<file path="src/rtl/core/atrp_pkg.sv">
// shared types, constants and helpers for the accelerometer tilt cordic pipeline
package atrp_pkg;

  // raw sample and result widths
  localparam int unsigned AccW   = 16;
  localparam int unsigned AngW   = 16;
  // input guard shift: samples are scaled by 2^14 before rotation
  localparam int unsigned GuardW = 14;
  // x/y datapath: 17-bit magnitude, guard bits, cordic gain and sign
  localparam int unsigned XW     = 34;
  // angle accumulator: 32 fraction bits, +-pi plus table sum
  localparam int unsigned ZW     = 36;
  localparam int unsigned TableLen = 24;

  // pi scaled by 2^32
  localparam logic signed [ZW-1:0] PiQ32 = 36'sd13493037705;

  // atan(2^-i) scaled by 2^32
  localparam logic [31:0] AtanQ32 [TableLen] = '{
    32'd3373259426, 32'd1991351318, 32'd1052175346, 32'd534100635,
    32'd268086748,  32'd134174063,  32'd67103403,   32'd33553749,
    32'd16777131,   32'd8388597,    32'd4194303,    32'd2097152,
    32'd1048576,    32'd524288,     32'd262144,     32'd131072,
    32'd65536,      32'd32768,      32'd16384,      32'd8192,
    32'd4096,       32'd2048,       32'd1024,       32'd512
  };

  // how a lane's final angle is formed
  typedef enum logic [1:0] {
    LANE_CORDIC = 2'd0,  // rounded accumulator
    LANE_ZERO   = 2'd1,  // sine side zero, cosine side positive
    LANE_PI     = 2'd2,  // sine side zero, cosine side negative
    LANE_UNDEF  = 2'd3   // both sides zero
  } lane_e;

  typedef struct packed {
    logic signed [XW-1:0] x;
    logic signed [XW-1:0] y;
    logic signed [ZW-1:0] z;
    lane_e                kind;
  } lane_t;

  typedef struct packed {
    lane_t roll;
    lane_t pitch;
  } tilt_t;

  // set up one lane: classify, scale and fold into the right half plane
  function automatic lane_t prep_lane(input logic signed [AccW:0] ys,
                                      input logic signed [AccW:0] xc);
    lane_t                l;
    logic signed [XW-1:0] xs;
    logic signed [XW-1:0] yss;
    xs  = {{(XW-AccW-1-GuardW){xc[AccW]}}, xc, {GuardW{1'b0}}};
    yss = {{(XW-AccW-1-GuardW){ys[AccW]}}, ys, {GuardW{1'b0}}};
    if (ys == '0) begin
      if (xc == '0) begin
        l.kind = LANE_UNDEF;
      end else if (!xc[AccW]) begin
        l.kind = LANE_ZERO;
      end else begin
        l.kind = LANE_PI;
      end
    end else begin
      l.kind = LANE_CORDIC;
    end
    if (xc[AccW]) begin
      l.z = (ys > 0) ? PiQ32 : -PiQ32;
      l.x = -xs;
      l.y = -yss;
    end else begin
      l.z = '0;
      l.x = xs;
      l.y = yss;
    end
    return l;
  endfunction

endpackage

</file>
<file path="src/rtl/core/atrp_prep.sv">
// input cell: negates x, scales the axes and folds each lane into the right half plane
module atrp_prep (
  input  logic                    clk_i,
  input  logic                    rst_ni,
  input  logic                    valid_i,
  output logic                    ready_o,
  input  logic signed [15:0]      acc_x_i,
  input  logic signed [15:0]      acc_y_i,
  input  logic signed [15:0]      acc_z_i,
  output logic                    valid_o,
  input  logic                    ready_i,
  output atrp_pkg::tilt_t         data_o
);
  import atrp_pkg::*;

  logic                  valid_q;
  tilt_t                 data_q;
  tilt_t                 data_d;
  logic signed [AccW:0]  neg_x;
  logic signed [AccW:0]  ext_y;
  logic signed [AccW:0]  ext_z;

  // roll = atan2(-x, z), pitch = atan2(y, z)
  always_comb begin
    neg_x        = -{acc_x_i[AccW-1], acc_x_i};
    ext_y        = {acc_y_i[AccW-1], acc_y_i};
    ext_z        = {acc_z_i[AccW-1], acc_z_i};
    data_d.roll  = prep_lane(neg_x, ext_z);
    data_d.pitch = prep_lane(ext_y, ext_z);
  end

  // stage handshake
  assign ready_o = !valid_q || ready_i;

  always_ff @(posedge clk_i or negedge rst_ni) begin
    if (!rst_ni) begin
      valid_q <= 1'b0;
    end else if (ready_o) begin
      valid_q <= valid_i;
    end
  end

  always_ff @(posedge clk_i) begin
    if (valid_i && ready_o) begin
      data_q <= data_d;
    end
  end

  assign valid_o = valid_q;
  assign data_o  = data_q;

endmodule

</file>
<file path="config.mk">
export PLATFORM = sky130hd
export DESIGN_NAME = atrp_prep
export DESIGN_NICKNAME = d
export VERILOG_FILES = /design/src/rtl/core/atrp_pkg.sv /design/src/rtl/core/atrp_prep.sv
export SDC_FILE = /design/constraint.sdc
export NUM_CORES = 1
export LEC_CHECK = 0
export ABC_AREA = 1
export BUFFER_PORTS_ARGS = -buffer_cell sky130_fd_sc_hd__clkbuf_2
export CAP_MARGIN = 30
export CORE_MARGIN = 5
export CORE_UTILIZATION = 50
export CTS_CLUSTER_DIAMETER = 150
export DETAILED_ROUTE_END_ITERATION = 10
export PLACE_DENSITY = 0.95
export SLEW_MARGIN = 10
export SYNTH_ARGS = -nofsm -noshare
export SYNTH_HDL_FRONTEND = slang
export SYNTH_SLANG_ARGS = --single-unit
</file>
<file path="constraint.sdc">
create_clock -name clk_i -period 10.4 [get_ports clk_i]
set_input_delay 0.52 -clock clk_i [delete_from_list [all_inputs] [get_ports clk_i]]
set_output_delay 0.52 -clock clk_i [all_outputs]
set_load 0.02 [all_outputs]
</file>
### After elaboration in Yosys (flattened, before gate mapping)

Cells that the tools add are included.

| operators by class | value |
|---|---|
| $add $sub $neg | 4 |
| mux-type cells | 6 |
| reduce and logical (&&, ||, !) cells | 6 |
| order comparisons | 2 |

Operators with widths:

| operator | number |
|---|---|
| 99-bit 2-to-1 mux | 2 |
| 36-bit 2-to-1 mux | 2 |
| 30-bit negation with 34-bit output | 2 |
| 17-bit logical NOT | 3 |
| 31-bit negation with 34-bit output | 1 |
| 17-bit by 1-bit > comparator with 1-bit output (second input constant) | 1 |
| 17-bit negation | 1 |
| 16-bit by 1-bit > comparator with 1-bit output (second input constant) | 1 |
| 2-bit 2-to-1 mux | 2 |
| 1-bit logical AND | 1 |
| 1-bit logical NOT | 1 |
| 1-bit logical OR | 1 |

| storage, ports and cells | value |
|---|---|
| output and inout bits | 214 |
| logic and storage cells | 30 |
| flip-flop bits (word level) | 194 |

### Longest topological paths before layout

| depth | value |
|---|---|
| depth in word-level cells | 4 |
| depth in mapped cells | 16 |
| mapped depth without buffers | 16 |

### Worst setup path after synthesis

No wires, ideal clock.

| path | value |
|---|---|
| path type | input -> register |
| start | input port valid_i |
| end | register data_q (netlist bit data_o[0]) (enable) |
| arrival time | 3.907 ns |
| library setup time | 0.519 ns |
| stages on the path | 2 |
| path buffers | 0 |
| setup slack | 5.974 ns |
| cells stage by stage | inv_1 a21oi_1 |

| on the way | value |
|---|---|
| cells in the longest elaborated chain, start to end | 1 |

Ends and longest elaborated chain:

| what | RTL line | source |
|---|---|---|
| start: declaration | atrp_prep.sv:5 | `input logic valid_i,` |
| 1-bit logical AND | atrp_prep.sv:44 | `if (valid_i && ready_o) begin` |
| end signal: assignment | atrp_prep.sv:45 | `data_q <= data_d;` |
| end: declaration | atrp_prep.sv:17 | `tilt_t data_q;` |

Every way passes these cells.
A chain may end at the register's enable or synchronous reset.

==> results.toml <==
[cts]
clock_latency_ns = 0.33
cts_tree = "yes"
clk_path_buf_depth = 2
clkTransAtPathRegs_ns = 0.08
clock_sink_count = 70
cts_root_buffer = "clkbuf_8"
cts_made_buffers = 9
cts.htree.levels = 3
postCtsSetupRepairBufs = 0

[drt]
wl_per_cell_um = 14.0
wl_um = 11800
viasPerCell = 4.49
drc_errors = 0
drt-initial-drc-count = 222
firstDrtPassIters = 5
detail-route-antenna-nets = 0
vias = 3762

[yosys]
synth_cell_types = 35
yosysSeqAreaShare_pct = 41.6
synthCells = 568
synth_edf_count = 69
ys.flop_type = "edfxtp_1"
postSynthAreaPerCell_um2 = 8.88
synth.cell_area_um2 = 5050
async_flop_share_pct = 1.43
yosys_warnings = 0
ys_ff_latch = 70

[timing]
final-hold-violation-count = 0
fin_crit_ns = 2.20
drv_slew = 0
rsz0062_at_grt = "false"
fin_ws_ns = 8.20
max_slew_margin_pct = 42.3
finalSetupViolations = 0
timing.final.crit_share_pct = 21.1
setup_tns_ns = 0
max_freq_mhz = 455
tightest_slew_ns = 0.866
fin_worst_skew_ns = 0.0107

[global_routing]
grt_use_total_pct = 18.6
grt_max_degree = 70
grt_pass1_vias = 3742
grt_pass1_wl_um = 18800
gr-total-overflow = 0
antenna_found_initial = 0

[critical_path]
crit_fanout = 37
crit_path_start_kind = "primary input"
arrival_ns = 2.29
crit_path_max_incr_delay_ns = 0.60
crit_chain = "clkbuf_2 > inv_1 > buf_4 > o21bai_2 > nand3_1 > nand2_1 > nand2_1 > inv_1"
crit_cells = 8
reg2regPathDepth = 2
critical_path.top_delay_family = "buffers and inverters"
critPathKind = "primary input to register"
r2r_slack_ns = 8.72
worst_setup_path_end_kind = "register"
path_buf_inv = 4
r2r-start = "valid_o$_DFFE_PN0N_"
required_ns = 10.49
r2r_end = "data_o[65]$_DFFE_PP_"
crit_path_top_delay_cell = "clkbuf_2"

[floorplanning]
die-area_um2 = 12200
row_count = 36
ios = 266
core-area_um2 = 9820
start_util_pct = 51.4
dieHeight_um = 110
die_x_um = 110

[worst_hold_path]
hold_path.class = "primary input to register"
min_to = "data_o[52]$_DFFE_PP_"
min_path_cells = 1
hp-start = "acc_y_i[0]"

[final_layout]
area_growth_pct = 11.1
n_antenna_cell = 0
fillCellCount = 860
final_common_cell = "clkbuf_2"
post-route-util_pct = 57.1
final_cell_mix = "clkbuf_2, nand2_1, edfxtp_1"
drive_gt1_share_pct = 38.2
fin_cells = 837
seqCellArea_um2 = 2100
nets = 760
multi_input_area_um2 = 1830

[pwr]
max-vdd-ir-drop_uv = 58.9
p_leak_nw = 2.87
p_per_area_nw_per_um2 = 135

[outcome]
status = "finished clean"

[placed_design]
dp.cells = 820
gp_congestion = 0.865
post-place-ws_ns = 7.89
dp_hpwl_um = 9590
io_buffer_count = 209

[job]
maxCapViolCount = 0
[stage by stage]
| stage | area (um^2) | hold slack, ns | power [mW] |
|---|---|---|---|
| global route | 5610 | 0.381 | 0.789 |
| finish | 5610 | 0.408 | 0.755 |
| detailed placement | 5400 | 0.299 | 0.540 |
| global placement | 5400 | 0.295 | 0.536 |
| floorplan | 5260 | 0.224 | 0.516 |
| CTS | 5610 | 0.393 | 0.760 |
[cell families (layout without fill, tap and decap cells)]
logic type | after synthesis | in the layout | synth area share, %
AO/OA/AOI/OAI | 30 | 30 | 3.40
other | 1 | 59 | 0.0743
buffers and inverters | 214 | 292 | 26.6
AND/OR/NAND/NOR | 207 | 207 | 19.7
XOR/XNOR | 37 | 37 | 6.42
flip-flops | 70 | 70 | 41.6
adder cells (fa/ha/maj) | 9 | 9 | 2.23
[synth_stat cells, types with 2 or more instances]
library cell    n  area [um^2]
o21ai_0        11         55.1
nand4_1         4         25.0
buf_1           3         11.3
or2_2           2         12.5
nand3b_1        3         22.5
inv_1          57          214
a21oi_1        12         60.1
buf_4         143         1070
nand3_1        18         90.1
edfxtp_1       69         2070
nor2_2          4         25.0
nand3_2         3         30.0
xnor2_1        12          105
nor2_1         44          165
nor3_1          7         35.0
nor4_1          2         12.5
ha_1            9          113
nand2_2        13         81.3
inv_2           7         26.3
o21ai_1         3         15.0
xor2_1         25          219
nand2_1        95          357
nand2_4         2         22.5
nor2_4          7         78.8
buf_2           3         15.0
[cell type report]
type,instances,area share [%]
clock buffer,9,2.21
clock inverter,7,1.29
inverter,64,4.29
multi-input combinational,342,32.7
sequential,70,37.4
tap,133,2.97
timing repair buffer,212,19.1
[per-layer routing]
metal	track usage [%]	vias up	share of wire [%]
li1	-	1866	-
met1	21.2	1692	38
met2	33.4	174	52
met3	4.32	30	6.9
met4	7.72	0	3.0
met5	0	-	0
[worst register-to-register path: cells and delay by family, from the launching register on]
kind            cells  cell delay (ns)
flops               1             0.43
buf+inv             1             0.68
compound gates      1             0.15
[how the worst max path moves through the flow]
stage / startpoint / end / slack [ns]
2_1_floorplan: valid_i / data_o[0]$_SDFFCE_PP0P_ / 5.97
3_3_place_gp: acc_x_i[0] / data_o[174]$_DFFE_PP_ / 7.94
3_5_place_dp: acc_z_i[15] / data_o[173]$_DFFE_PP_ / 7.89
4_1_cts: acc_z_i[15] / data_o[173]$_DFFE_PP_ / 8.26
5_1_grt: acc_z_i[15] / data_o[173]$_DFFE_PP_ / 8.04
6_report: acc_z_i[15] / data_o[173]$_DFFE_PP_ / 8.20
[timing repair]
item | CTS | global route
gates resized for setup | 0 | 0
hold endpoints to repair | 1 | 0
hold buffers | 1 | 0
[state kept, by name, summed over array words and instances (netlist names)]
name,flops
data_o,69
valid_o,1
[report_power, final]
| group | leakage (nW) | switching, mW | total [mW] | internal, mW |
|---|---|---|---|---|
| clock network | 0.0976 | 0.110 | 0.221 | 0.112 |
| registers | 0.673 | 0.0111 | 0.347 | 0.336 |
| logic | 2.10 | 0.135 | 0.187 | 0.0520 |
Power figures use the tool's default switching activity.
