## src/rtl/core/atrp_pkg.sv

```systemverilog
// shared types, constants and helpers for the accelerometer tilt cordic pipeline
package atrp_pkg;

  // raw sample and result widths
  localparam int unsigned AccW   = 16;
  localparam int unsigned AngW   = 16;
  // input guard shift: samples are scaled by 2^14 before rotation
  localparam int unsigned GuardW = 14;
  // x/y datapath: 17-bit magnitude, guard bits, cordic gain and sign
  localparam int unsigned XW     = 34;
  // angle accumulator: 32 fraction bits, +-pi plus table sum
  localparam int unsigned ZW     = 36;
  localparam int unsigned TableLen = 24;

  // pi scaled by 2^32
  localparam logic signed [ZW-1:0] PiQ32 = 36'sd13493037705;

  // atan(2^-i) scaled by 2^32
  localparam logic [31:0] AtanQ32 [TableLen] = '{
    32'd3373259426, 32'd1991351318, 32'd1052175346, 32'd534100635,
    32'd268086748,  32'd134174063,  32'd67103403,   32'd33553749,
    32'd16777131,   32'd8388597,    32'd4194303,    32'd2097152,
    32'd1048576,    32'd524288,     32'd262144,     32'd131072,
    32'd65536,      32'd32768,      32'd16384,      32'd8192,
    32'd4096,       32'd2048,       32'd1024,       32'd512
  };

  // how a lane's final angle is formed
  typedef enum logic [1:0] {
    LANE_CORDIC = 2'd0,  // rounded accumulator
    LANE_ZERO   = 2'd1,  // sine side zero, cosine side positive
    LANE_PI     = 2'd2,  // sine side zero, cosine side negative
    LANE_UNDEF  = 2'd3   // both sides zero
  } lane_e;

  typedef struct packed {
    logic signed [XW-1:0] x;
    logic signed [XW-1:0] y;
    logic signed [ZW-1:0] z;
    lane_e                kind;
  } lane_t;

  typedef struct packed {
    lane_t roll;
    lane_t pitch;
  } tilt_t;

  // set up one lane: classify, scale and fold into the right half plane
  function automatic lane_t prep_lane(input logic signed [AccW:0] ys,
                                      input logic signed [AccW:0] xc);
    lane_t                l;
    logic signed [XW-1:0] xs;
    logic signed [XW-1:0] yss;
    xs  = {{(XW-AccW-1-GuardW){xc[AccW]}}, xc, {GuardW{1'b0}}};
    yss = {{(XW-AccW-1-GuardW){ys[AccW]}}, ys, {GuardW{1'b0}}};
    if (ys == '0) begin
      if (xc == '0) begin
        l.kind = LANE_UNDEF;
      end else if (!xc[AccW]) begin
        l.kind = LANE_ZERO;
      end else begin
        l.kind = LANE_PI;
      end
    end else begin
      l.kind = LANE_CORDIC;
    end
    if (xc[AccW]) begin
      l.z = (ys > 0) ? PiQ32 : -PiQ32;
      l.x = -xs;
      l.y = -yss;
    end else begin
      l.z = '0;
      l.x = xs;
      l.y = yss;
    end
    return l;
  endfunction

endpackage

```

## src/rtl/core/atrp_post.sv

```systemverilog
// output cell: rounds and clamps the angles, applies the special cases, holds the result word
module atrp_post #(
  parameter int unsigned ANGLE_FRAC_BITS = 13
) (
  input  logic               clk_i,
  input  logic               rst_ni,
  input  logic               valid_i,
  output logic               ready_o,
  input  atrp_pkg::tilt_t    data_i,
  output logic               out_valid_o,
  input  logic               out_ready_i,
  output logic signed [15:0] roll_angle_o,
  output logic signed [15:0] pitch_angle_o,
  output logic               roll_defined_o,
  output logic               pitch_defined_o
);
  import atrp_pkg::*;

  localparam int unsigned          Sh   = 32 - ANGLE_FRAC_BITS;
  localparam logic signed [ZW-1:0] Half = ZW'(1) <<< (Sh - 1);
  localparam logic signed [ZW-1:0] PiQ  = (PiQ32 + Half) >>> Sh;

  logic                   valid_q;
  logic signed [AngW-1:0] roll_q, roll_d;
  logic signed [AngW-1:0] pitch_q, pitch_d;
  logic                   rdef_q, rdef_d;
  logic                   pdef_q, pdef_d;

  // {defined, angle} for one lane
  function automatic logic [AngW:0] finish(input lane_t l);
    logic signed [ZW-1:0] r;
    logic [AngW:0]        res;
    r = (l.z + Half) >>> Sh;
    if (r > PiQ) begin
      r = PiQ;
    end
    if (r < -PiQ) begin
      r = -PiQ;
    end
    unique case (l.kind)
      LANE_CORDIC: res = {1'b1, r[AngW-1:0]};
      LANE_ZERO:   res = {1'b1, {AngW{1'b0}}};
      LANE_PI:     res = {1'b1, PiQ[AngW-1:0]};
      LANE_UNDEF:  res = {1'b0, {AngW{1'b0}}};
      default:     res = {1'b0, {AngW{1'b0}}};
    endcase
    return res;
  endfunction

  always_comb begin
    {rdef_d, roll_d}  = finish(data_i.roll);
    {pdef_d, pitch_d} = finish(data_i.pitch);
  end

  // output register handshake
  assign ready_o = !valid_q || out_ready_i;

  always_ff @(posedge clk_i or negedge rst_ni) begin
    if (!rst_ni) begin
      valid_q <= 1'b0;
    end else if (ready_o) begin
      valid_q <= valid_i;
    end
  end

  always_ff @(posedge clk_i) begin
    if (valid_i && ready_o) begin
      roll_q  <= roll_d;
      pitch_q <= pitch_d;
      rdef_q  <= rdef_d;
      pdef_q  <= pdef_d;
    end
  end

  assign out_valid_o     = valid_q;
  assign roll_angle_o    = roll_q;
  assign pitch_angle_o   = pitch_q;
  assign roll_defined_o  = rdef_q;
  assign pitch_defined_o = pdef_q;

endmodule

```

## config.mk

```make
export PLATFORM = sky130hd
export DESIGN_NAME = atrp_post
export DESIGN_NICKNAME = d
export VERILOG_FILES = /design/src/rtl/core/atrp_pkg.sv /design/src/rtl/core/atrp_post.sv
export SDC_FILE = /design/constraint.sdc
export NUM_CORES = 1
export LEC_CHECK = 0
export BUFFER_PORTS_ARGS = -buffer_cell sky130_fd_sc_hd__clkbuf_2
export CORE_MARGIN = 5
export CORE_UTILIZATION = 40
export CTS_BUF_LIST = sky130_fd_sc_hd__clkbuf_4 sky130_fd_sc_hd__clkbuf_8 sky130_fd_sc_hd__clkbuf_16
export CTS_CLUSTER_DIAMETER = 40
export DETAILED_ROUTE_END_ITERATION = 6
export GPL_TIMING_DRIVEN = 0
export PLACE_DENSITY = 0.87
export SYNTH_ARGS = -nofsm -noshare
export SYNTH_HDL_FRONTEND = slang
export SYNTH_SLANG_ARGS = --single-unit
```

## constraint.sdc

```tcl
create_clock -name clk_i -period 3.9 [get_ports clk_i]
set_clock_uncertainty 0.15 [all_clocks]
set_input_delay 0.195 -clock clk_i [delete_from_list [all_inputs] [get_ports clk_i]]
set_output_delay 0.195 -clock clk_i [all_outputs]
set_load 0.005 [all_outputs]
```

; After elaboration in Yosys (flattened, before gate mapping)
; Cells that the tools add are included.
[word_totals]
reg_bits = 35
latchBits = 0
mem_bits_rw = 0
rom_bits = 0
in_bits = 216
memories = 0
[op_classes]
addsub = 2
multipliers = 0
div_mod_pow = 0
order_cmp = 4
eq_ne = 6
shift = 0
muxes = 6
bitwise = 0
n_reduce_logical = 5
[op_table]
columns = operator, count
row1 = 17-bit case mux with 4 select lines, 2
row2 = 36-bit by 20-bit adder with 36-bit output (second input constant), 2
row3 = 36-bit by 16-bit less-than comparator with 1-bit output (second input constant), 2
row4 = 36-bit 2-to-1 mux, 2
row5 = 17-bit by 16-bit > comparator with 1-bit output (second input constant), 2
row6 = 16-bit 2-to-1 mux, 2
row7 = 2-bit == test (second input constant), 4
row8 = 2-bit by 1-bit == test with 1-bit output (second input constant), 2
row9 = 2-bit logical NOT, 2
row10 = 1-bit logical AND, 1
row11 = 1-bit logical NOT, 1
row12 = 1-bit logical OR, 1

; Logic depth before layout (Yosys ltp)
[logic_depth]
ltp_word = 6
mapped_depth = 10
mapped_depth_nobuf = 8

; Worst setup path before layout
; OpenSTA, ideal clock, no wires.
[synth_path]
path_type = input-to-reg
startpoint = in data_i[22] (netlist name)
endpoint = reg pitch_q[3], in the netlist pitch_angle_o[3], data pin
t_arrival_ps = 2213
required_ps = 3486
path_slack_ps = 1273
cell_stages = 9
n_path_buf = 2
cell_sequence = buf_2 > nand2_1 > or4_4 > buf_6 > nor4_4 > xnor2_1 > a211o_1 > a31oi_4 > o41a_1
[synth_between]
elab_chain_cells = 6
[synth_rtl]
columns = element, line_no
row1 = start: declaration, atrp_post.sv:9  ; input atrp_pkg::tilt_t data_i,
row2 = 36-bit by 20-bit adder with 36-bit output *, atrp_post.sv:33  ; r = (l.z + Half) >>> Sh;
row3 = 17-bit by 16-bit > comparator with 1-bit output, atrp_post.sv:34  ; if (r > PiQ) begin
row4 = 36-bit 2-to-1 mux *, atrp_post.sv:34
row5 = 36-bit by 16-bit less-than comparator with 1-bit output, atrp_post.sv:37  ; if (r < -PiQ) begin
row6 = 16-bit 2-to-1 mux *, atrp_post.sv:37
row7 = 17-bit case mux with 4 select lines *, atrp_post.sv:40  ; unique case (l.kind)
row8 = via pitch_d[3], atrp_post.sv:25  ; logic signed [AngW-1:0] pitch_q, pitch_d;
row9 = end signal: assignment, atrp_post.sv:69  ; pitch_q <= pitch_d;
row10 = end: declaration, atrp_post.sv:25
; Mark *: on every way through the listed nets, which the timed path passes. The rest lies on a longest branch.
; A chain may end at the register's enable or synchronous reset.

; Worst setup path in the final report
[layout_path]
startpoint = in data_i[20] (netlist name)
endpoint = reg pitch_q[3], in the netlist pitch_angle_o[3], data pin
; Same word-level chain as after synthesis.

==> flow_metrics.tcl <==
set metrics [dict create \
    status "finished clean" \
    wl_um 9250 \
    grt_max_degree 35 \
    clock-sinks 35 \
    synth-seq-cells 35 \
    hold_path_class "input pin to flip-flop" \
    yosys_warnings 0 \
    clock_path_buffers 2 \
    syn_inst 369 \
    rsz0062_at_grt "no" \
    grt_antenna_before_repair 0 \
    core-area_um2 7690 \
    vdd_drop_max_uv 182 \
    hold_viol 0 \
    startpoint_type "input pin" \
    arrival_ns 2.94 \
    synthTopCellsByCount "nand2_1, edfxtp_1, nor2_1" \
    setup_viol 0 \
    die_y_um 98.7 \
    yosysTopAreaCellShare_pct 32.5 \
    reg2reg_to "roll_angle_o[5]$_DFFE_PP_" \
    numCtsBuffers 5 \
    max_freq_mhz 328 \
    grt_remaining_overflow 0 \
    seq_area_frac_synth_pct 33.3 \
    postCtsSetupRepairBufs 0 \
    worstHoldStart "data_i[1]" \
    port_buffers 66 \
    synth_flop_cell "edfxtp_1" \
    start_util_pct 40.9 \
    drive_above_1_share_pct 23.1 \
    grt_pass1_vias 2963 \
    drt_iter0_drc 286 \
    r2r_slack_ns 2.20 \
    antenna_cells 0 \
    dieArea_um2 9740 \
    power_density_nw_per_um2 262 \
    core.rowCount 32 \
    slew_headroom_pct 39.8 \
    end_kind "flip-flop" \
    ant_nets 0 \
    first_pass_iters 5 \
    required_ns 3.79 \
    cts_root_buffer "clkbuf_8" \
    finish.net_count 662 \
    worst_slew_pin_slew_ns 0.892 \
    syn_nets 587 \
    maxSlewViolCount 0 \
    yosysTopAreaCell "edfxtp_1" \
    dp_hpwl_um 7120 \
    htree_levels 2 \
    cpPeakStageDelay_ns 0.91 \
    wl_per_cell_um 16.9 \
    ys_top_cells_by_area "edfxtp_1, xnor2_1, nand2_1, nor2_1, nand4_1" \
    period_needed_ns 3.05 \
    die_w_um 98.7 \
    async_flop_share_pct 2.86 \
    crit_chain "clkbuf_2 -> ha_1 -> and3_1 -> clkbuf_1 -> nand4_1 -> o41ai_1 -> a31oi_4 -> o41a_1" \
    track_usage_pct 18.9 \
    r2r-start "out_valid_o$_DFFE_PN0N_" \
    via_per_inst 6.04 \
    io-pin-count 252 \
    whs_endpoint "pitch_defined_o$_DFFE_PP_" \
    cpMaxStageDelayCell "o41ai_1" \
    gp_congestion 0.951 \
    crit_type "input pin to flip-flop" \
    maxCapViolations 0 \
    grt_pass1_wl_um 15200 \
    route.detailed.drc 0 \
    finalSetupTns_ns 0 \
    synth_edf_count 34 \
    p_leak_nw 1.37 \
    r2r_cells 2 \
    period_share_pct 78.2 \
    insertion_delay_ns 0.29 \
    netlist_area_um2 3150 \
    cts_tree "yes" \
    area_growth_pct 18.1 \
    ys_types 64 \
    synth_area_per_cell_um2 8.52 \
    vias 3302 \
    yosysMostFrequentCell "nand2_1" \
    whs_ns 0.0448 \
    critPathMaxFanout 8 \
    holdPathStages 2 \
    clk_pin_slew_ns 0.08 \
]
[layout make-up]
class / instances / area [um^2]
multi-input combinational: 295 / 1930
buffer: 26 / 119
sequential: 35 / 1050
clock inverter: 2 / 12.5
inverter: 13 / 48.8
tap: 102 / 128
timing repair buffer: 68 / 350
clock buffer: 6 / 76.3
fill: 726 / 3970
[kinds of logic (layout without fill, tap and decap cells)]
family	Yosys count	after routing	share of synthesized area, %
buffers and inverters	39	115	5.33
AO/OA/AOI/OAI	84	84	20.6
multiplexers	4	4	1.27
flip-flops	35	35	33.3
XOR/XNOR	32	32	8.91
adder cells (fa/ha/maj)	4	4	1.43
AND/OR/NAND/NOR	171	171	29.2
[worst max path at each step]
stage | end | slack, ns | start | cells after the start
2_1_floorplan | pitch_angle_o[3]$_DFFE_PP_ | 1.27 | data_i[22] | 9
3_3_place_gp | pitch_angle_o[3]$_DFFE_PP_ | 0.76 | data_i[20] | 8
3_5_place_dp | pitch_angle_o[3]$_DFFE_PP_ | 0.67 | data_i[20] | 8
4_1_cts | pitch_angle_o[3]$_DFFE_PP_ | 0.96 | data_i[20] | 8
5_1_grt | pitch_angle_o[3]$_DFFE_PP_ | 0.78 | data_i[21] | 8
6_report | pitch_angle_o[3]$_DFFE_PP_ | 0.85 | data_i[20] | 8
[routing by layer]
layer / track usage (%) / wire length [um] / vias to the layer above
met5: 0 / 0 / -
met4: 3.57 / 134 / 0
met3: 4.10 / 873 / 19
met2: 27.6 / 4130 / 203
met1: 28.7 / 4110 / 1511
li1: - / - / 1569
[cell usage in the layout (no fill, tap or decap), drive strengths merged, types with 6 or more instances in the layout]
cell,synthesis,final
clkbuf,13,85
nand2,49,49
edfxtp,34,34
nor2,27,27
xnor2,23,23
nand3,19,19
nand4,15,15
o22ai,15,15
nor4,15,15
inv,13,13
buf,13,13
nor3,12,12
o21ai,11,11
a21oi,9,9
xor2,9,9
and3,8,8
a221oi,6,6
[registers in the layout (all words and copies together), names as in the netlist]
register / flops
pitch_defined_o: 1
out_valid_o: 1
roll_angle_o: 16
pitch_angle_o: 16
roll_defined_o: 1
[report_power, final]
part	total [mW]	leakage, nW	switching, mW	internal (mW)
Combinational	0.252	0.984	0.159	0.0930
Sequential	0.450	0.344	0.00846	0.441
Clock	0.273	0.0446	0.141	0.132
[worst max-delay path, delay by kind of cell]
kind | cells | cell delay (ns)
AOI/OAI and AO/OA | 3 | 1.61
and+or+nand+nor | 2 | 0.54
buffers and inverters | 2 | 0.40
adders and majority gates | 1 | 0.20
[stage by stage]
stage | std cells | total power [mW] | worst slack [ns] | util [%] | area (um^2)
floorplan | 369 | 0.608 | 1.27 | - | 3150
detailed placement | 537 | 0.701 | 0.672 | 46.9 | 3600
global route | 547 | 1.02 | 0.775 | 48.3 | 3710
finish | 547 | 0.974 | 0.851 | 48.3 | 3710
global placement | 537 | 0.695 | 0.759 | 46.9 | 3600
CTS | 547 | 0.974 | 0.963 | 48.3 | 3710
[repair_timing]
item | CTS | global route
gates resized for setup | 0 | 0
hold endpoints to repair | 2 | 0
hold buffers | 2 | 0
No activity file was read; power rests on OpenSTA's default activity.
