File: src/rtl/core/atrp_pkg.sv
// shared types, constants and helpers for the accelerometer tilt cordic pipeline
package atrp_pkg;

  // raw sample and result widths
  localparam int unsigned AccW   = 16;
  localparam int unsigned AngW   = 16;
  // input guard shift: samples are scaled by 2^14 before rotation
  localparam int unsigned GuardW = 14;
  // x/y datapath: 17-bit magnitude, guard bits, cordic gain and sign
  localparam int unsigned XW     = 34;
  // angle accumulator: 32 fraction bits, +-pi plus table sum
  localparam int unsigned ZW     = 36;
  localparam int unsigned TableLen = 24;

  // pi scaled by 2^32
  localparam logic signed [ZW-1:0] PiQ32 = 36'sd13493037705;

  // atan(2^-i) scaled by 2^32
  localparam logic [31:0] AtanQ32 [TableLen] = '{
    32'd3373259426, 32'd1991351318, 32'd1052175346, 32'd534100635,
    32'd268086748,  32'd134174063,  32'd67103403,   32'd33553749,
    32'd16777131,   32'd8388597,    32'd4194303,    32'd2097152,
    32'd1048576,    32'd524288,     32'd262144,     32'd131072,
    32'd65536,      32'd32768,      32'd16384,      32'd8192,
    32'd4096,       32'd2048,       32'd1024,       32'd512
  };

  // how a lane's final angle is formed
  typedef enum logic [1:0] {
    LANE_CORDIC = 2'd0,  // rounded accumulator
    LANE_ZERO   = 2'd1,  // sine side zero, cosine side positive
    LANE_PI     = 2'd2,  // sine side zero, cosine side negative
    LANE_UNDEF  = 2'd3   // both sides zero
  } lane_e;

  typedef struct packed {
    logic signed [XW-1:0] x;
    logic signed [XW-1:0] y;
    logic signed [ZW-1:0] z;
    lane_e                kind;
  } lane_t;

  typedef struct packed {
    lane_t roll;
    lane_t pitch;
  } tilt_t;

  // set up one lane: classify, scale and fold into the right half plane
  function automatic lane_t prep_lane(input logic signed [AccW:0] ys,
                                      input logic signed [AccW:0] xc);
    lane_t                l;
    logic signed [XW-1:0] xs;
    logic signed [XW-1:0] yss;
    xs  = {{(XW-AccW-1-GuardW){xc[AccW]}}, xc, {GuardW{1'b0}}};
    yss = {{(XW-AccW-1-GuardW){ys[AccW]}}, ys, {GuardW{1'b0}}};
    if (ys == '0) begin
      if (xc == '0) begin
        l.kind = LANE_UNDEF;
      end else if (!xc[AccW]) begin
        l.kind = LANE_ZERO;
      end else begin
        l.kind = LANE_PI;
      end
    end else begin
      l.kind = LANE_CORDIC;
    end
    if (xc[AccW]) begin
      l.z = (ys > 0) ? PiQ32 : -PiQ32;
      l.x = -xs;
      l.y = -yss;
    end else begin
      l.z = '0;
      l.x = xs;
      l.y = yss;
    end
    return l;
  endfunction

endpackage

File: src/rtl/core/atrp_cell.sv
// one vectoring cordic iteration for the roll and pitch lanes, with its own register
module atrp_cell #(
  parameter int unsigned STAGE = 0
) (
  input  logic            clk_i,
  input  logic            rst_ni,
  input  logic            valid_i,
  output logic            ready_o,
  input  atrp_pkg::tilt_t data_i,
  output logic            valid_o,
  input  logic            ready_i,
  output atrp_pkg::tilt_t data_o
);
  import atrp_pkg::*;

  localparam logic signed [ZW-1:0] Atan = ZW'(AtanQ32[STAGE]);

  logic  valid_q;
  tilt_t data_q;
  tilt_t data_d;

  // rotate toward the x axis by atan(2^-STAGE)
  function automatic lane_t rotate(input lane_t l);
    lane_t                r;
    logic signed [XW-1:0] dx;
    logic signed [XW-1:0] dy;
    dx = l.y >>> STAGE;
    dy = l.x >>> STAGE;
    r.kind = l.kind;
    if (!l.y[XW-1]) begin
      r.x = l.x + dx;
      r.y = l.y - dy;
      r.z = l.z + Atan;
    end else begin
      r.x = l.x - dx;
      r.y = l.y + dy;
      r.z = l.z - Atan;
    end
    return r;
  endfunction

  always_comb begin
    data_d.roll  = rotate(data_i.roll);
    data_d.pitch = rotate(data_i.pitch);
  end

  // stage handshake
  assign ready_o = !valid_q || ready_i;

  always_ff @(posedge clk_i or negedge rst_ni) begin
    if (!rst_ni) begin
      valid_q <= 1'b0;
    end else if (ready_o) begin
      valid_q <= valid_i;
    end
  end

  always_ff @(posedge clk_i) begin
    if (valid_i && ready_o) begin
      data_q <= data_d;
    end
  end

  assign valid_o = valid_q;
  assign data_o  = data_q;

endmodule

File: config.mk
export PLATFORM = sky130hd
export DESIGN_NAME = atrp_cell
export DESIGN_NICKNAME = d
export VERILOG_FILES = /design/src/rtl/core/atrp_pkg.sv /design/src/rtl/core/atrp_cell.sv
export SDC_FILE = /design/constraint.sdc
export NUM_CORES = 1
export LEC_CHECK = 0
export BUFFER_PORTS_ARGS = -buffer_cell sky130_fd_sc_hd__buf_2
export CAP_MARGIN = 20
export CORE_ASPECT_RATIO = 0.8
export CORE_UTILIZATION = 45
export CTS_BUF_LIST = sky130_fd_sc_hd__clkbuf_4
export DETAILED_ROUTE_END_ITERATION = 6
export PLACE_DENSITY = 0.67
export SLEW_MARGIN = 10
export SYNTH_ARGS = -nofsm -noshare
export SYNTH_HDL_FRONTEND = slang
export SYNTH_SLANG_ARGS = --single-unit
File: constraint.sdc
create_clock -name clk_i -period 8.15 [get_ports clk_i]
set_input_delay 1.2225 -clock clk_i [delete_from_list [all_inputs] [get_ports clk_i]]
set_output_delay 1.2225 -clock clk_i [all_outputs]
set_load 0.02 [all_outputs]
Word-level counts from Yosys, hierarchy flattened

Cells that the tools add are included.

Output and inout port bits: 214
Word-level logic and storage cells: 24
Flip-flop bits (word level): 213
Input bits: 216

$add $sub $neg: 10
Reduce and logical (&&, ||, !) cells: 3
Mux-type cells: 2

Operators by type and width:

| kind                     | number |
|---|---|
| $mux W104                | 2 |
| $sub A34 B34 Y34         | 4 |
| $add A36 B33 Y36 const B | 2 |
| $sub A36 B33 Y36 const B | 2 |
| $add A34 B34 Y34         | 2 |
| $logic_and A1 B1 Y1      | 1 |
| $logic_not A1 Y1         | 1 |
| $logic_or A1 B1 Y1       | 1 |

Depth between registers and ports, before layout

Gate-level depths: netlist (run 1).

Word-level depth: 3
Mapped depth: 14
Gate-level depth less buffers: 12

Least setup slack after synthesis (run 1)

No wires, ideal clock.

Kind: in2reg
Start point: input ready_i
End point: register data_q, in the netlist data_o[0], enable pin
Arrival: 6,303 ps
Data required time: 7,554 ps
Path buffers: 0
Slack: 1,251 ps
Stages: 2
Cells stage by stage: nand2b_1 > and2_1

Longest elaborated chain between the ends: 2

RTL lines:

| item                 | line            | source |
|---|---|---|
| from (decl)          | atrp_cell.sv:11 | `input logic ready_i,` |
| $logic_or A1 B1 Y1   | atrp_cell.sv:48 | `assign ready_o = !valid_q \|\| ready_i;` |
| $logic_and A1 B1 Y1  | atrp_cell.sv:59 | `if (valid_i && ready_o) begin` |
| to (signal assigned) | atrp_cell.sv:60 | `data_q <= data_d;` |
| to (decl)            | atrp_cell.sv:19 | `tilt_t data_q;` |

No other way between the ends.
A chain may end at the register's enable or synchronous reset.

==> impl_metrics.ini, run 1 <==
[outcome]
status = complete, but fails checks
violations = design-rule violations

[clock_network]
numCtsBuffers = 57
clkTransAtPathRegs_ns = 0.06
cts_sinks = 211
ctsResizeCount = 0
worstSkewPairLatency_ns = 0.80
cts_tree = yes
clock-root-buffer = clkbuf_4
cts_setup_buffers = 0
htreeDepth = 2
cts_hold_buf = 0
cts-root-to-sink-buffers = 3

[setup_path]
crit_path_end_kind = flip-flop
critPathBufInv = 3
crit_path_start_kind = primary input
crit_slowest_cell = o41ai_1
crit_arrival_ns = 5.16
crit_fanout = 43
reg2reg_from = valid_o
crit_chain = buf_2 > inv_2 > buf_4 > fa_1 > nor2b_1 > o31a_1 > o41ai_1 > a21oi_1 > o41ai_1 > a21oi_1 > nor2b_1 > nor2_1 > xnor2_1
timing.rr.end = data_o[201]
path_class = in -> reg
worstPathRequired_ns = 8.69
r2r_cells = 3
r2r_setup_slack_ns = 5.66
max_stage_delay_ns = 0.65
critPathTopFamily = compound AO/OA/AOI/OAI gates

[floorplan]
start_util_pct = 45.8
core_area_mm2 = 0.0472
core.rowCount = 71
ioPinCount = 430
die-height_um = 198
die_w_um = 247
fp.dieArea_mm2 = 0.0489

[global_routing]
grt_pass1_vias = 19600
busiest_layer = met2
use_met1_pct = 38.4
track_usage_pct = 27.9
grt_pass1_wl_mm = 108
grt_overflow = 0
grt_max_degree = 166
antenna_found_initial = 10
grt_use_met2_pct = 43.7
grtUsageMet3_pct = 4.95

[timing]
finalSetupTns_ns = 0
skew_ns = 0.0682
finalHoldViolations = 0
holdWs_ns = 0.183
rsz0062_at_grt = no
fmax_ghz = 0.217
slew_viol_final = 0
slew_headroom_pct = 16.2
post-route-min-period_ns = 4.62
worst_slew_pin_slew_ns = 1.26
post-route-period-util_pct = 56.7
setup-violations-final = 0

[synthesis]
yosys_warnings = 0
synthAdderAreaFrac_pct = 16.1
synth_nets = 2994
yosys_register_bits = 211
synth_area_leaders = edfxtp_1 29%, ha_1 15%, a21oi_1 6.7%, xnor2_1 5.8%, o21ai_0 4.1%
yosys.area_share.xor_xnor_pct = 7.54
synth_simple_gate_area_share_pct = 13.5
ys_types = 91
synth_top_family_by_area = compound AO/OA/AOI/OAI gates
synth_compound_area_share_pct = 26.0
syn_inst = 2504
synth_top_area_share_pct = 29.2
synth_edf_count = 210
ys_seq_area_share_pct = 29.3
syn_area_mm2 = 0.0216
ys.flop_type = edfxtp_1
avgSynthCellArea_um2 = 8.63
yosys.area.top_type = edfxtp_1
synthMuxAreaShare_pct = 1.67
async_reset_ff_share_pct = 0.474

[detailed_routing]
wl_mm = 70.8
drt_iter0_markers = 1798
dr.pass1.iters = 7
drc_errors = 120
num_vias = 20900
wl_per_cell_um = 19.8
ant_nets = 0
vias_per_cell = 5.84

[pwr]
p_leak_nw = 11.4
ir_drop_mv = 0.171
p_per_area_mw_per_mm2 = 164

[finish]
nNetsFinal = 3390
multi_input_area_mm2 = 0.0140
nFillCells = 4505
regArea_mm2 = 0.00633
layout-drive-gt1-share_pct = 19.6
area_delta_synth_final_pct = 15.6

[flow_run]
cap_violations = 0

[place]
port-buffer-count = 429
routabilityCongestion = 0.979
hpwl_mm = 55.9

[hold_path]
hp-class = in -> async
## synth_stat cells (35+ instances only)
library cell,n
a211oi_1,35
a21o_1,92
a21oi_1,289
clkbuf_1,70
edfxtp_1,210
ha_1,266
inv_1,218
mux2i_1,35
nand2_1,119
nand2b_1,38
nand3_1,35
nor2_1,202
nor2b_1,41
nor3_1,45
o21ai_0,177
o21bai_1,48
xnor2_1,144
xor2_1,42
## kinds of logic after synthesis
logic type,count (synthesis)
mux,36
buf+inv,327
compound gates,869
simple gates,601
xor+xnor,186
flops,211
fa+ha+maj,274
## flip-flops by register name, summed over array words and instances, names as in the netlist
name     flops
data_o     210
valid_o      1
## layout by cell type, fill, tap and decap left out, types with 16 or more instances in the layout
cell type	instances
a21o_1	92
a31oi_1	23
nor2_1	202
nand2b_1	38
nor3_1	45
ha_1	266
clkinv_1	17
buf_2	429
o21bai_1	48
nor2b_1	41
nand4_1	20
a211oi_1	35
edfxtp_1	210
xnor2_1	144
clkbuf_4	81
xor2_1	42
o21ai_0	177
inv_1	217
and3_1	16
a21oi_1	289
nand3_1	35
o31ai_1	16
o21a_1	31
nand2_1	119
mux2i_1	35
nor4_1	17
## worst max path at each step
stage	start	endpoint	depth (start not counted)
after floorplan	ready_i	data_o[0]	2
after detailed placement	data_i[177]	data_o[141]	13
after global placement	data_i[177]	data_o[141]	13
after global routing	data_i[177]	data_o[141]	13
after CTS	data_i[177]	data_o[141]	13
final	data_i[177]	data_o[141]	13
## stage by stage
| stage | instances | utilization [%] | total power [W] | cell area, µm² | setup WS [ns] |
|---|---|---|---|---|---|
| floorplan | 2504 | - | 0.00258 | 21600 | 1.25 |
| global placement | 3461 | 51.3 | 0.00307 | 24200 | 2.90 |
| detailed placement | 3461 | 51.3 | 0.00308 | 24200 | 2.83 |
| CTS | 3563 | 52.9 | 0.00411 | 25000 | 3.69 |
| global route | 3574 | 53.0 | 0.00433 | 25000 | 3.25 |
| finish | 3577 | 53.0 | 0.00410 | 25000 | 3.53 |
## metal layers
metal / share of wire [%] / vias up
met4: 3.0 / 0
met3: 7.9 / 130
li1: - / 9945
met1: 44 / 9886
met5: 0 / -
met2: 45 / 914
## where the power goes
part           switching (W)  internal (W)
Clock               0.000485      0.000522
Combinational        0.00107      0.000605
Sequential         0.0000331       0.00139
Total                0.00159       0.00251
## cell type report
cell class	count	area share, %
antenna	14	0.140
clock buffer	81	2.43
clock inverter	21	0.576
inverter	229	3.45
multi-input combinational	1966	56.1
sequential	211	25.3
tap	620	3.10
timing repair buffer	435	8.82
## worst register-to-register path, delay by kind of cell, from the launching register on
family        cells  cell delay (ns)
simple gates      2             0.67
flops             1             0.39
buf+inv           1             0.51
Note: power is estimated with default switching activity, not from simulation.
==> run 2, diff against run 1 <==
--- a/config.mk
+++ b/config.mk
@@ -5,13 +5,14 @@
 export SDC_FILE = /design/constraint.sdc
 export NUM_CORES = 1
 export LEC_CHECK = 0
+export ABC_AREA = 1
 export BUFFER_PORTS_ARGS = -buffer_cell sky130_fd_sc_hd__buf_2
 export CAP_MARGIN = 20
 export CORE_ASPECT_RATIO = 0.8
 export CORE_UTILIZATION = 45
 export CTS_BUF_LIST = sky130_fd_sc_hd__clkbuf_4
 export DETAILED_ROUTE_END_ITERATION = 6
-export PLACE_DENSITY = 0.67
+export PLACE_DENSITY = 0.66
 export SLEW_MARGIN = 10
 export SYNTH_ARGS = -nofsm -noshare
 export SYNTH_HDL_FRONTEND = slang
==> constraint.sdc (replaced) <==
create_clock -name clk_i -period 4.3 [get_ports clk_i]
set_input_delay 0.645 -clock clk_i [delete_from_list [all_inputs] [get_ports clk_i]]
set_output_delay 0.645 -clock clk_i [all_outputs]
set_load 0.02 [all_outputs]
==> impl_metrics.ini, run 2 <==
[setup_path]
crit_fanout = 10
crit_path_start_kind = primary input
worstPathRequired_ns = 4.88
path_class = in -> reg
crit_arrival_ns = 3.00
crit_path_end_kind = flip-flop

[outcome]
status = finished, final reports clean

[pwr]
p_leak_nw = 14.1
ir_drop_mv = 0.208
p_per_area_mw_per_mm2 = 289
total_power_w = 0.00814

[timing]
rsz0062_at_grt = no
setup-violations-final = 0
worst_slew_pin_slew_ns = 0.859
slew_headroom_pct = 42.7
slew_viol_final = 0
post-route-min-period_ns = 2.42
post-route-period-util_pct = 56.3
skew_ns = 0.0424
fmax_ghz = 0.413
finalHoldViolations = 0

[clock_network]
clock-root-buffer = clkbuf_4
worstSkewPairLatency_ns = 0.85
numCtsBuffers = 61
cts_tree = yes
htreeDepth = 2
cts-root-to-sink-buffers = 3
ctsResizeCount = 0
clkTransAtPathRegs_ns = 0.07
cts_sinks = 211

[detailed_routing]
wl_mm = 95.6
num_vias = 26900
drc_errors = 0
ant_nets = 0
drt_iter0_markers = 2811
dr.pass1.iters = 6
wl_per_cell_um = 19.7
vias_per_cell = 5.53

[global_routing]
grt_pass1_vias = 24500
grt_max_degree = 70
grt_overflow = 0
antenna_found_initial = 8
track_usage_pct = 33.1
grt_pass1_wl_mm = 142

[synthesis]
synthTopCellsByCount = 990 x nand2_1, 476 x inv_1, 355 x nor2_1, 323 x a21oi_1, 306 x nand3_1
synth_edf_count = 210
avgSynthCellArea_um2 = 6.71
ys.flop_type = edfxtp_1
yosys_register_bits = 211
yosys.area.top_type = edfxtp_1
post-synth-top-count-cell = nand2_1
synth_area_leaders = edfxtp_1 25%, nand2_1 15%, ha_1 13%, inv_1 7.2%, a21oi_1 6.5%
ys_seq_area_share_pct = 25.5
synth_nets = 4192
syn_area_mm2 = 0.0248
yosys_warnings = 0
synth_top_area_share_pct = 25.4
syn_inst = 3702
ys_types = 54
async_reset_ff_share_pct = 0.474

[floorplan]
core_area_mm2 = 0.0542
core.rowCount = 76
start_util_pct = 45.8
fp.dieArea_mm2 = 0.0561
ioPinCount = 430
die-height_um = 212
die_w_um = 265

[finish]
area_delta_synth_final_pct = 13.5
layout_commonest_cell = nand2_1
nNetsFinal = 4609
largest_register_ffs = 210
multi_input_area_mm2 = 0.0160
nFillCells = 5650
layout-drive-gt1-share_pct = 15.7
final_cell_mix = 990 x nand2_1, 474 x inv_1, 427 x buf_2, 355 x nor2_1, 322 x a21oi_1
stdcell_area_mm2 = 0.0282
regArea_mm2 = 0.00633

[place]
placed_area_mm2 = 0.0274
routabilityCongestion = 1.04
hpwl_mm = 80.0
port-buffer-count = 429

[flow_run]
cap_violations = 0

[hold_path]
hp-class = in -> async
## run 2: layer usage
metal  track usage [%]  wire length (µm)  share of wire [%]  vias up
met3              10.0             11600                 12      129
met4              7.38              1950                2.0       10
li1                  -                 -                  -    13100
met1              49.4             44800                 47    12300
met2              46.0             37200                 39     1413
met5                 0                65              0.068        -
## run 2: worst paths after layout
check | startpoint | to | slack (ns) | cells after the start
worst max-delay path | data_i[166] | data_o[174] | 1.88 | 12
worst min-delay path | rst_ni | valid_o | 0.14 | 2
worst max register to register | valid_o | data_o[51] | 2.51 | 2
worst min register to register | valid_o | valid_o | 0.57 | 2
max in group asynchronous | rst_ni | valid_o | 4.07 | 2
min in group clk_i | data_i[211] | data_o[211] | 0.14 | 3
## run 2: cell type report
class                   count  share of cell area (%)
multi-input cells        2898                    56.9
flip-flops and latches    211                    22.5
repair buffers            445                    8.27
inverters                 502                    6.75
well taps                 702                    3.12
clock buffers              79                    2.11
clock inverters            25                   0.395
diodes                      2                  0.0178
## run 2: kinds of logic (layout without fill, tap and decap cells)
| kind of cell | Yosys count | after routing | synth area share, % |
|---|---|---|---|
| adders and majority gates | 274 | 274 | 14.1 |
| xor gates and xnor gates | 103 | 103 | 3.63 |
| AOI/OAI and AO/OA | 707 | 707 | 16.0 |
| DFF | 211 | 211 | 25.5 |
| and+or+nand+nor | 1811 | 1811 | 30.7 |
| other | 0 | 2 | 0 |
| muxes | 3 | 3 | 0.121 |
| buffers and inverters | 593 | 1051 | 10.0 |
## run 2: power breakdown
part / total, W / switching, W / internal, W
Clock: 0.00186 / 0.00100 / 0.000857
Combinational: 0.00361 / 0.00253 / 0.00109
Sequential: 0.00267 / 0.0000881 / 0.00258
Total: 0.00814 / 0.00362 / 0.00452
## run 2: through the flow
stage | std cells | setup TNS (ns) | hold slack (ns) | setup slack [ns] | utilization (%)
after detailed placement | 4750 | 0 | 0.424 | 1.12 | 50.5
after CTS | 4862 | 0 | 0.00414 | 2.01 | 52.0
after global placement | 4750 | 0 | 0.424 | 1.10 | 50.5
after floorplan | 3702 | -51.14 | 0.349 | -0.244 | -
final | 4864 | 0 | 0.137 | 1.88 | 52.0
after global routing | 4863 | 0 | 0.0945 | 1.74 | 52.0
## run 2: critical path, cell delays in order
cell,delay (ns)
buf_2,0.12
inv_1,0.05
ha_1,0.57
nand2_1,0.25
nor2_1,0.43
nand2_1,0.19
nor3_1,0.25
nand2_1,0.18
nand2_1,0.10
nand2_1,0.05
nand3_1,0.08
nand2_1,0.06
## run 2: repair_timing
action / CTS / global route
hold endpoints to repair: 8 / 0
hold buffers: 8 / 0
buffers inserted: 0 / 0
endpoints found under the setup margin: 0 / 0
